$ cat config.mk
export PLATFORM = sky130hd
export DESIGN_NAME = radial_falloff_height_bander
export DESIGN_NICKNAME = d
export VERILOG_FILES = /design/src/rtl/core/rfhb_pkg.sv /design/src/rtl/core/rfhb_dist.sv /design/src/rtl/core/rfhb_sqrt.sv /design/src/rtl/core/rfhb_shade.sv /design/src/rtl/core/radial_falloff_height_bander.sv
export SDC_FILE = /design/constraint.sdc
export NUM_CORES = 2
export LEC_CHECK = 0
export ABC_CLOCK_PERIOD_IN_PS = 6500
export BUFFER_PORTS_ARGS = -buffer_cell sky130_fd_sc_hd__buf_2
export CORE_UTILIZATION = 25
export CTS_BUF_LIST = sky130_fd_sc_hd__clkbuf_4
export CTS_CLUSTER_SIZE = 30
export DETAILED_ROUTE_END_ITERATION = 10
export SYNTH_ARGS = -nofsm -noshare
export SYNTH_HDL_FRONTEND = slang
export SYNTH_HIERARCHICAL = 1
export SYNTH_SLANG_ARGS = --single-unit
$ cat constraint.sdc
create_clock -name clk -period 6.5 [get_ports clk]
set_input_delay 0.325 -clock clk [delete_from_list [all_inputs] [get_ports clk]]
set_output_delay 0.325 -clock clk [all_outputs]
set_load 0.005 [all_outputs]
$ cat src/rtl/core/rfhb_pkg.sv
// Shared types, widths, register indexes and band tables for the height bander.
`default_nettype none

package rfhb_pkg;

  localparam int COORD_W     = 10;
  localparam int HEIGHT_W    = 8;
  localparam int GAIN_W      = 19;
  localparam int BAND_W      = 3;
  localparam int COLOR_W     = 8;
  localparam int SQRT_FRAC_W = 8;
  localparam int Q_FRAC      = 32;
  localparam int NUM_BANDS   = 8;
  localparam int NUM_LIMITS  = 7;

  localparam int CFG_IDX_W  = 1;
  localparam int CFG_DATA_W = GAIN_W;

  localparam logic [CFG_IDX_W-1:0] REG_WATER_LEVEL  = 1'd0;
  localparam logic [CFG_IDX_W-1:0] REG_FALLOFF_GAIN = 1'd1;

  localparam logic [HEIGHT_W-1:0] WATER_LEVEL_RST  = 8'd100;
  localparam logic [GAIN_W-1:0]   FALLOFF_GAIN_RST = 19'd46341;

  localparam logic [HEIGHT_W-1:0] BAND_OFFSET [NUM_LIMITS] = '{
    8'd0, 8'd10, 8'd12, 8'd14, 8'd25, 8'd55, 8'd80
  };

  localparam logic [3*COLOR_W-1:0] BAND_RGB [NUM_BANDS] = '{
    24'h4169E1,
    24'h5899ED,
    24'hEED6AF,
    24'hD2B48C,
    24'h228B22,
    24'h006400,
    24'h8B8989,
    24'hFFFAFA
  };

  typedef struct packed {
    logic [HEIGHT_W-1:0] water_level;
    logic [GAIN_W-1:0]   falloff_gain;
  } cfg_t;

endpackage

`default_nettype wire

$ cat src/rtl/core/rfhb_dist.sv
// Three-stage pipeline forming the squared distance of a pixel from the image center.
`default_nettype none

module rfhb_dist import rfhb_pkg::*; #(
  parameter int IMAGE_SIZE = 1024,
  parameter int DW         = 10
) (
  input  wire logic                clk,
  input  wire logic                rst_n,
  input  wire logic                in_valid,
  output logic                     in_ready,
  input  wire logic [COORD_W-1:0]  in_pixel_x,
  input  wire logic [COORD_W-1:0]  in_pixel_y,
  input  wire logic [HEIGHT_W-1:0] in_noise_height,
  output logic                     out_valid,
  input  wire logic                out_ready,
  output logic [2*DW:0]            out_sum,
  output logic [HEIGHT_W-1:0]      out_height
);

  localparam int SW = 2*DW + 1;
  localparam logic [DW-1:0] CENTER = DW'(IMAGE_SIZE / 2);

  logic                v1_r, v2_r, v3_r;
  logic                rdy1, rdy2, rdy3;
  logic [DW-1:0]       px_e, py_e;
  logic [DW-1:0]       dx_nxt, dy_nxt;
  logic [DW-1:0]       dx_r, dy_r;
  logic [2*DW-1:0]     sqx_r, sqy_r;
  logic [SW-1:0]       sum_r;
  logic [HEIGHT_W-1:0] h1_r, h2_r, h3_r;

  assign rdy3     = !v3_r || out_ready;
  assign rdy2     = !v2_r || rdy3;
  assign rdy1     = !v1_r || rdy2;
  assign in_ready = rdy1;

  assign px_e   = DW'(in_pixel_x);
  assign py_e   = DW'(in_pixel_y);
  assign dx_nxt = (px_e > CENTER) ? (px_e - CENTER) : (CENTER - px_e);
  assign dy_nxt = (py_e > CENTER) ? (py_e - CENTER) : (CENTER - py_e);

  always_ff @(posedge clk) begin
    if (!rst_n) begin
      v1_r <= 1'b0;
      v2_r <= 1'b0;
      v3_r <= 1'b0;
    end else begin
      if (rdy1) v1_r <= in_valid;
      if (rdy2) v2_r <= v1_r;
      if (rdy3) v3_r <= v2_r;
    end
  end

  always_ff @(posedge clk) begin
    if (rdy1 && in_valid) begin
      dx_r <= dx_nxt;
      dy_r <= dy_nxt;
      h1_r <= in_noise_height;
    end
    if (rdy2 && v1_r) begin
      sqx_r <= (2*DW)'(dx_r) * (2*DW)'(dx_r);
      sqy_r <= (2*DW)'(dy_r) * (2*DW)'(dy_r);
      h2_r  <= h1_r;
    end
    if (rdy3 && v2_r) begin
      sum_r <= SW'(sqx_r) + SW'(sqy_r);
      h3_r  <= h2_r;
    end
  end

  assign out_valid  = v3_r;
  assign out_sum    = sum_r;
  assign out_height = h3_r;

endmodule

`default_nettype wire

$ cat src/rtl/core/rfhb_sqrt.sv
// Pipelined square root, one result bit per stage, giving the distance with eight fraction bits.
`default_nettype none

module rfhb_sqrt import rfhb_pkg::*; #(
  parameter int SUM_W = 21
) (
  input  wire logic                clk,
  input  wire logic                rst_n,
  input  wire logic                in_valid,
  output logic                     in_ready,
  input  wire logic [SUM_W-1:0]    in_sum,
  input  wire logic [HEIGHT_W-1:0] in_height,
  output logic                     out_valid,
  input  wire logic                out_ready,
  output logic [(SUM_W+2*SQRT_FRAC_W+1)/2-1:0] out_root,
  output logic [HEIGHT_W-1:0]      out_height
);

  localparam int RAD_W  = SUM_W + 2*SQRT_FRAC_W;
  localparam int ROOT_W = (RAD_W + 1) / 2;
  localparam int PAD_W  = 2*ROOT_W;

  logic [ROOT_W-1:0]   v_r;
  logic [ROOT_W:0]     rdy;
  logic [ROOT_W-1:0]   root_r [ROOT_W];
  logic [ROOT_W:0]     rem_r  [ROOT_W-1];
  logic [PAD_W-1:0]    rad_r  [ROOT_W-1];
  logic [HEIGHT_W-1:0] h_r    [ROOT_W];
  logic [PAD_W-1:0]    rad_in;

  assign rad_in       = PAD_W'({in_sum, {(2*SQRT_FRAC_W){1'b0}}});
  assign rdy[ROOT_W]  = out_ready;
  assign in_ready     = rdy[0];

  for (genvar k = 0; k < ROOT_W; k++) begin : g_stage
    logic                vin;
    logic [ROOT_W-1:0]   root_src;
    logic [ROOT_W:0]     rem_src;
    logic [PAD_W-1:0]    rad_src;
    logic [HEIGHT_W-1:0] h_src;
    logic [ROOT_W+2:0]   cur;
    logic [ROOT_W+2:0]   trial;
    logic [ROOT_W+2:0]   diff;
    logic                take;

    if (k == 0) begin : g_first
      assign vin      = in_valid;
      assign root_src = '0;
      assign rem_src  = '0;
      assign rad_src  = rad_in;
      assign h_src    = in_height;
    end else begin : g_next
      assign vin      = v_r[k-1];
      assign root_src = root_r[k-1];
      assign rem_src  = rem_r[k-1];
      assign rad_src  = rad_r[k-1];
      assign h_src    = h_r[k-1];
    end

    assign rdy[k] = !v_r[k] || rdy[k+1];
    assign cur    = {rem_src, rad_src[PAD_W-1 -: 2]};
    assign trial  = (ROOT_W+3)'({root_src, 2'b01});
    assign take   = cur >= trial;
    assign diff   = cur - trial;

    always_ff @(posedge clk) begin
      if (!rst_n) begin
        v_r[k] <= 1'b0;
      end else if (rdy[k]) begin
        v_r[k] <= vin;
      end
    end

    always_ff @(posedge clk) begin
      if (rdy[k] && vin) begin
        root_r[k] <= {root_src[ROOT_W-2:0], take};
        h_r[k]    <= h_src;
      end
    end

    if (k < ROOT_W-1) begin : g_carry
      always_ff @(posedge clk) begin
        if (rdy[k] && vin) begin
          rem_r[k] <= take ? diff[ROOT_W:0] : cur[ROOT_W:0];
          rad_r[k] <= {rad_src[PAD_W-3:0], 2'b00};
        end
      end
    end
  end

  assign out_valid  = v_r[ROOT_W-1];
  assign out_root   = root_r[ROOT_W-1];
  assign out_height = h_r[ROOT_W-1];

endmodule

`default_nettype wire

$ cat src/rtl/core/rfhb_shade.sv
// Three-stage pipeline applying the falloff to the height and picking the band and its color.
`default_nettype none

module rfhb_shade import rfhb_pkg::*; #(
  parameter int ROOT_W = 19
) (
  input  wire logic                clk,
  input  wire logic                rst_n,
  input  wire cfg_t                cfg,
  input  wire logic                in_valid,
  output logic                     in_ready,
  input  wire logic [ROOT_W-1:0]   in_root,
  input  wire logic [HEIGHT_W-1:0] in_height,
  output logic                     out_valid,
  input  wire logic                out_ready,
  output logic [HEIGHT_W-1:0]      out_shaded_height,
  output logic                     out_is_water,
  output logic [BAND_W-1:0]        out_band,
  output logic [COLOR_W-1:0]       out_red,
  output logic [COLOR_W-1:0]       out_green,
  output logic [COLOR_W-1:0]       out_blue_level
);

  localparam int P_W    = ROOT_W + GAIN_W;
  localparam int F_W    = Q_FRAC + 1;
  localparam int PROD_W = HEIGHT_W + F_W;

  logic                 v1_r, v2_r, v3_r;
  logic                 rdy1, rdy2, rdy3;
  logic [P_W-1:0]       p_r;
  logic [HEIGHT_W-1:0]  h1_r;
  logic [HEIGHT_W-1:0]  s_r;
  logic                 over;
  logic [F_W-1:0]       factor;
  logic [PROD_W-1:0]    prod;
  logic [HEIGHT_W-1:0]  s_nxt;
  logic [BAND_W-1:0]    band_nxt;
  logic [3*COLOR_W-1:0] rgb_nxt;
  logic [HEIGHT_W-1:0]  shaded_r;
  logic                 water_r;
  logic [BAND_W-1:0]    band_r;
  logic [3*COLOR_W-1:0] rgb_r;

  assign rdy3     = !v3_r || out_ready;
  assign rdy2     = !v2_r || rdy3;
  assign rdy1     = !v1_r || rdy2;
  assign in_ready = rdy1;

  assign over   = |p_r[P_W-1:Q_FRAC];
  assign factor = {1'b1, {Q_FRAC{1'b0}}} - {1'b0, p_r[Q_FRAC-1:0]};
  assign prod   = PROD_W'(h1_r) * PROD_W'(factor);
  assign s_nxt  = over ? '0 : prod[Q_FRAC +: HEIGHT_W];

  always_comb begin
    logic [HEIGHT_W:0] lim;
    band_nxt = '0;
    for (int k = 0; k < NUM_LIMITS; k++) begin
      lim = {1'b0, cfg.water_level} + {1'b0, BAND_OFFSET[k]};
      if ({1'b0, s_r} >= lim) band_nxt = band_nxt + 1'b1;
    end
    rgb_nxt = BAND_RGB[band_nxt];
  end

  always_ff @(posedge clk) begin
    if (!rst_n) begin
      v1_r <= 1'b0;
      v2_r <= 1'b0;
      v3_r <= 1'b0;
    end else begin
      if (rdy1) v1_r <= in_valid;
      if (rdy2) v2_r <= v1_r;
      if (rdy3) v3_r <= v2_r;
    end
  end

  always_ff @(posedge clk) begin
    if (rdy1 && in_valid) begin
      p_r  <= P_W'(in_root) * P_W'(cfg.falloff_gain);
      h1_r <= in_height;
    end
    if (rdy2 && v1_r) begin
      s_r <= s_nxt;
    end
    if (rdy3 && v2_r) begin
      shaded_r <= s_r;
      water_r  <= s_r < cfg.water_level;
      band_r   <= band_nxt;
      rgb_r    <= rgb_nxt;
    end
  end

  assign out_valid         = v3_r;
  assign out_shaded_height = shaded_r;
  assign out_is_water      = water_r;
  assign out_band          = band_r;
  assign out_red           = rgb_r[3*COLOR_W-1 -: COLOR_W];
  assign out_green         = rgb_r[2*COLOR_W-1 -: COLOR_W];
  assign out_blue_level    = rgb_r[COLOR_W-1:0];

endmodule

`default_nettype wire

$ cat src/rtl/core/radial_falloff_height_bander.sv
// Top level of the radial falloff height bander: configuration registers and pipeline.
//
// Pixels enter on the in_ channel as one beat each (x, y and a noise height) and
// leave on the out_ channel as one beat each: shaded height, water flag, band and
// band color, in the order they entered. Both channels use valid and ready.
// The pipeline takes one beat per cycle unless a stalled receiver holds it back.
// The square root has R stages, one per root bit: R = (2*D + 17 + 1) / 2 with D
// the width of a coordinate offset, max(10, clog2(IMAGE_SIZE/2 + 1)).
// Every stage holds its beat while the next stage is full and held, so a stalled receiver
// backs up the pipeline one stage at a time and empty stages keep filling; no
// beat is lost or repeated.
// The cfg_ port writes the water level (index 0) or falloff_gain (index 1);
// write only while no beat is inside the pipeline.
// Synchronous reset empties the pipeline and restores the water level to 100 and
// falloff_gain to 46341.
`default_nettype none

module radial_falloff_height_bander import rfhb_pkg::*; #(
  parameter int IMAGE_SIZE = 1024
) (
  input  wire logic                  clk,
  input  wire logic                  rst_n,
  input  wire logic                  cfg_we,
  input  wire logic [CFG_IDX_W-1:0]  cfg_index,
  input  wire logic [CFG_DATA_W-1:0] cfg_wdata,
  input  wire logic                  in_valid,
  output logic                       in_ready,
  input  wire logic [COORD_W-1:0]    in_pixel_x,
  input  wire logic [COORD_W-1:0]    in_pixel_y,
  input  wire logic [HEIGHT_W-1:0]   in_noise_height,
  output logic                       out_valid,
  input  wire logic                  out_ready,
  output logic [HEIGHT_W-1:0]        out_shaded_height,
  output logic                       out_is_water,
  output logic [BAND_W-1:0]          out_band,
  output logic [COLOR_W-1:0]         out_red,
  output logic [COLOR_W-1:0]         out_green,
  output logic [COLOR_W-1:0]         out_blue_level
);

  localparam int CW     = $clog2(IMAGE_SIZE / 2 + 1);
  localparam int DW     = (CW > COORD_W) ? CW : COORD_W;
  localparam int SW     = 2*DW + 1;
  localparam int ROOT_W = (SW + 2*SQRT_FRAC_W + 1) / 2;

  logic [HEIGHT_W-1:0] land_r, land_nxt;
  logic [GAIN_W-1:0]   gain_r, gain_nxt;
  cfg_t                cfg;

  logic                dist_valid, dist_ready;
  logic [SW-1:0]       dist_sum;
  logic [HEIGHT_W-1:0] dist_height;
  logic                root_valid, root_ready;
  logic [ROOT_W-1:0]   root_val;
  logic [HEIGHT_W-1:0] root_height;

  always_comb begin
    land_nxt = land_r;
    gain_nxt = gain_r;
    if (cfg_we) begin
      unique case (cfg_index)
        REG_WATER_LEVEL:  land_nxt = cfg_wdata[HEIGHT_W-1:0];
        REG_FALLOFF_GAIN: gain_nxt = cfg_wdata[GAIN_W-1:0];
        default: ;
      endcase
    end
  end

  always_ff @(posedge clk) begin
    if (!rst_n) begin
      land_r <= WATER_LEVEL_RST;
      gain_r <= FALLOFF_GAIN_RST;
    end else begin
      land_r <= land_nxt;
      gain_r <= gain_nxt;
    end
  end

  assign cfg.water_level  = land_r;
  assign cfg.falloff_gain = gain_r;

  rfhb_dist #(
    .IMAGE_SIZE (IMAGE_SIZE),
    .DW         (DW)
  ) u_dist (
    .clk             (clk),
    .rst_n           (rst_n),
    .in_valid        (in_valid),
    .in_ready        (in_ready),
    .in_pixel_x      (in_pixel_x),
    .in_pixel_y      (in_pixel_y),
    .in_noise_height (in_noise_height),
    .out_valid       (dist_valid),
    .out_ready       (dist_ready),
    .out_sum         (dist_sum),
    .out_height      (dist_height)
  );

  rfhb_sqrt #(
    .SUM_W (SW)
  ) u_sqrt (
    .clk        (clk),
    .rst_n      (rst_n),
    .in_valid   (dist_valid),
    .in_ready   (dist_ready),
    .in_sum     (dist_sum),
    .in_height  (dist_height),
    .out_valid  (root_valid),
    .out_ready  (root_ready),
    .out_root   (root_val),
    .out_height (root_height)
  );

  rfhb_shade #(
    .ROOT_W (ROOT_W)
  ) u_shade (
    .clk               (clk),
    .rst_n             (rst_n),
    .cfg               (cfg),
    .in_valid          (root_valid),
    .in_ready          (root_ready),
    .in_root           (root_val),
    .in_height         (root_height),
    .out_valid         (out_valid),
    .out_ready         (out_ready),
    .out_shaded_height (out_shaded_height),
    .out_is_water      (out_is_water),
    .out_band          (out_band),
    .out_red           (out_red),
    .out_green         (out_green),
    .out_blue_level    (out_blue_level)
  );

endmodule

`default_nettype wire
==> reports/qor.txt <==
Placed Area = 79000 sq um
Clk buf depth = 4
Final core occ = 29.7%
Port buffer count = 90
Failing checks = negative setup slack
Sequential share of the synthesized area = 41.4%
Worst setup margin = -136 ps
Post-synth net total = 7679
CP required = 7360 ps
Max_cap viols = 0
Final Cycle Share = 102%
Initial antenna violation count = 8
CP cell instances = or4_4 -> buf_6 -> or4_4 -> nor4_4 -> xnor2_2 -> buf_4 -> and2_1 -> fa_1 -> fa_2 -> fa_1 -> inv_1 -> fa_1 -> inv_1 -> ha_4 -> nand4_1 -> nor2_1 -> a21oi_2 -> nand3_2 -> o211ai_1 -> buf_4 -> nand2_4 -> a311oi_2 -> xor2_1 -> nor2_1
Via count = 48300
Total GRT Usage = 10.6%
Num CTS Buffers = 286
R2R cell count = 24
Worst-Skew Late Latency = 1230 ps
RSZ-0062 raised after global routing = true
P_leak = 0.0358 uW
Slew @ Worst Pin = 1180 ps
Drt total wl = 155000 um
Max FO, Critical Path = 5
Vias in the first global route = 52100
CP Data Arrival Time = 7490 ps
Worst Setup Path Type = reg2reg
Worst R2R Start = u_shade/p_r[8]$_DFFE_PP_
Largest net degree at the start of global routing = 48
VDD IR-drop max = 0.462 mV
Status = finished with violations
Place WS = -499 ps
Synth top cells by count = inv_1, edfxtp_1, fa_1
Worst hold path type = in2reg
Max Transition Viols Final = 0
Die width = 541 um
Initial core utilization = 25.2%
Cell area power density = 271 nW/um^2
Predominant post-synthesis flop cell = edfxtp_1
Post-layout nets = 8307
Root Buffer = clkbuf_4
Hold Slack = 192 ps
Cells after Synth = 6489
Top-Level Pins = 91
Post-route ant nets = 0
Top cells by area, synth = edfxtp_1, fa_1, ha_1, inv_1, and2_1
Routed len/inst = 13.9 um
Clock period minus worst slack = 6640 ps
Count leader, synth = inv_1
Row count = 197
Min-Delay Startpoint = in_pixel_y[8]
Most used cell, CP = fa_1
CTS tree = yes
Placer Congestion = 0.851
H-tree depth = 5
Gr ovfl total = 0
Synth async-reset ratio = 0%
Initial DRC Count = 2010
Worst reg2reg path endpoint = u_shade/s_r[5]$_SDFFCE_PP0P_
Worst-path clk slew = 60 ps
Fmax = 0.151 GHz
Synth unique cells = 110
CORE AREA = 288000 sq um
Synth warn = 6
First-pass GRT wire length = 258000 um
DIE HEIGHT = 541 um
Hold Path Depth = 3
Slowest stage delay, CP = 570 ps
Mapped cell area = 72600 sq um
Slew HR = 20.4%
Synth top area share = 39.9%
Setup crit end kind = flip-flop
Die Footprint = 293000 sq um
Worst hold path endpoint = u_dist/dy_r[9]$_DFFE_PP_
Clock sinks = 1018
EDFF count, synth = 966
Synth area leader = edfxtp_1
Final Hold Viols = 0
Number of vias per cell = 4.35
CP max-delay cell = or4_4
Share of post-route cells with drive strength above 1 = 15.2%
Layout Skew = 155 ps
Startpoint Class = flip-flop
Detailed-route DRC error count = 0
Finished Cell Area = 85600 sq um
Layout fillers = 29400
Final setup vio count = 3
Synthesis-stage register bit count = 1018
Area Overhead vs Synth = 17.8%
Post-DP HPWL = 120000 um
R2R setup slack = -140 ps
First-pass detailed-route iteration total = 5
Syn_area_per_cell = 11.2 sq um
## final cells by class
class	count	area [sq um]	share of cell area, %
well taps	3781	4730	5.53
inverters	1011	3790	4.43
multi-input cells	4306	39300	45.9
flip-flops and latches	1018	30100	35.1
clock inverters	81	619	0.724
repair buffers	494	4000	4.68
diodes	9	22.5	0.0263
clock buffers	406	3050	3.56
## power breakdown
group | total, uW | switching, uW | leakage [uW] | internal [uW]
clock network | 5950 | 2720 | 0.00215 | 3230
logic | 9360 | 5150 | 0.0245 | 4210
registers | 7850 | 128 | 0.00910 | 7730
## worst max-delay path, delay by kind of cell, from the launching register on
| kind | cells | cell delay [ps] |
|---|---|---|
| AOI/OAI and AO/OA | 3 | 650 |
| DFF | 1 | 380 |
| adders and majority gates | 5 | 2320 |
| xor gates and xnor gates | 2 | 310 |
| buffers and inverters | 5 | 610 |
| and+or+nand+nor | 9 | 2020 |
## layer usage
metal / track usage (%) / share of wire, % / vias to the layer above
li1: - / - / 23300
met1: 12.0 / 41 / 23800
met2: 19.8 / 52 / 858
met3: 1.87 / 4.2 / 285
met4: 3.57 / 2.7 / 2
met5: 0 / 0.011 / -
## state kept, by name, indices dropped and copies added (netlist names), 3 cells and up
name	count
land_r	8
u_sqrt/g_stage.vin	18
gain_r	19
u_dist/out_height	8
u_dist/h2_r	8
u_shade/out_band	3
u_sqrt/rem_r	324
u_shade/p_r	38
u_dist/sqy_r	19
u_sqrt/h_r	152
u_dist/h1_r	8
u_dist/dy_r	10
u_shade/rgb_r	21
u_shade/out_shaded_height	8
u_dist/sqx_r	19
u_sqrt/rad_r	110
u_dist/out_sum	21
u_sqrt/root_r	190
u_dist/dx_r	10
u_shade/s_r	8
u_shade/h1_r	8
## cell families (layout without fill, tap and decap cells)
logic type	after synthesis	count (layout)	synth area share (%)
mux	56	56	0.906
compound gates	911	911	8.19
other cells	1	10	0.00516
simple gates	1796	1796	12.8
xor+xnor	405	405	4.98
fa+ha+maj	1137	1137	25.5
buf+inv	1165	1992	6.21
flops	1018	1018	41.4
## per-stage QoR
| stage | total power (uW) | TNS [ps] | instances |
|---|---|---|---|
| final | 23200 | -255 | 11100 |
| after global routing | 25100 | -1360 | 11100 |
| after CTS | 23100 | -163 | 11100 |
| after detailed placement | 16800 | -3880 | 10400 |
| after global placement | 16600 | -2570 | 10400 |
| after floorplan | 14600 | -9.62 | 6489 |
## worst max path at each step
stage               cells after the start                           start                            to  slack [ps]
CTS                                    25        u_shade/p_r[8]$_DFFE_PP_  u_shade/s_r[5]$_SDFFCE_PP0P_         -50
finish                                 24        u_shade/p_r[8]$_DFFE_PP_  u_shade/s_r[5]$_SDFFCE_PP0P_        -140
detailed placement                     23  u_sqrt/root_r[18][5]$_DFFE_PP_     u_shade/p_r[35]$_DFFE_PP_        -500
global placement                       25        u_shade/p_r[1]$_DFFE_PP_  u_shade/s_r[5]$_SDFFCE_PP0P_        -410
floorplan                              24        u_shade/p_r[0]$_DFFE_PP_  u_shade/s_r[5]$_SDFFCE_PP0P_         -10
global route                           24        u_shade/p_r[8]$_DFFE_PP_  u_shade/s_r[5]$_SDFFCE_PP0P_        -350
## cells in the final DEF, fill, tap and decap left out, drive strengths merged, types with 52 or more instances in the layout
master / synthesis / routed
ha: 563 / 563
and2: 475 / 475
xor2: 174 / 174
dfxtp: 52 / 52
clkbuf: 114 / 406
a21o: 99 / 99
fa: 574 / 574
dlygate4sd3: 0 / 148
inv: 1008 / 1015
edfxtp: 966 / 966
nor4: 58 / 58
nor2: 230 / 230
nand3: 71 / 71
nor3: 111 / 111
buf: 40 / 346
clkinv: 3 / 60
o21a: 83 / 83
a21oi: 246 / 246
o21ai: 225 / 225
xnor2: 228 / 228
nand2: 557 / 557
nor2b: 67 / 67
## what timing repair did
| item | in CTS | in global routing |
|---|---|---|
| hold buffers | 148 | 0 |
| setup endpoints to repair | 21 | 39 |
| endpoints found under the hold margin | 112 | 0 |
| pin swaps | 31 | 79 |
| buffers inserted | 15 | 25 |
| gates resized for setup | 66 | 147 |
(Power assumes the default switching activity.)
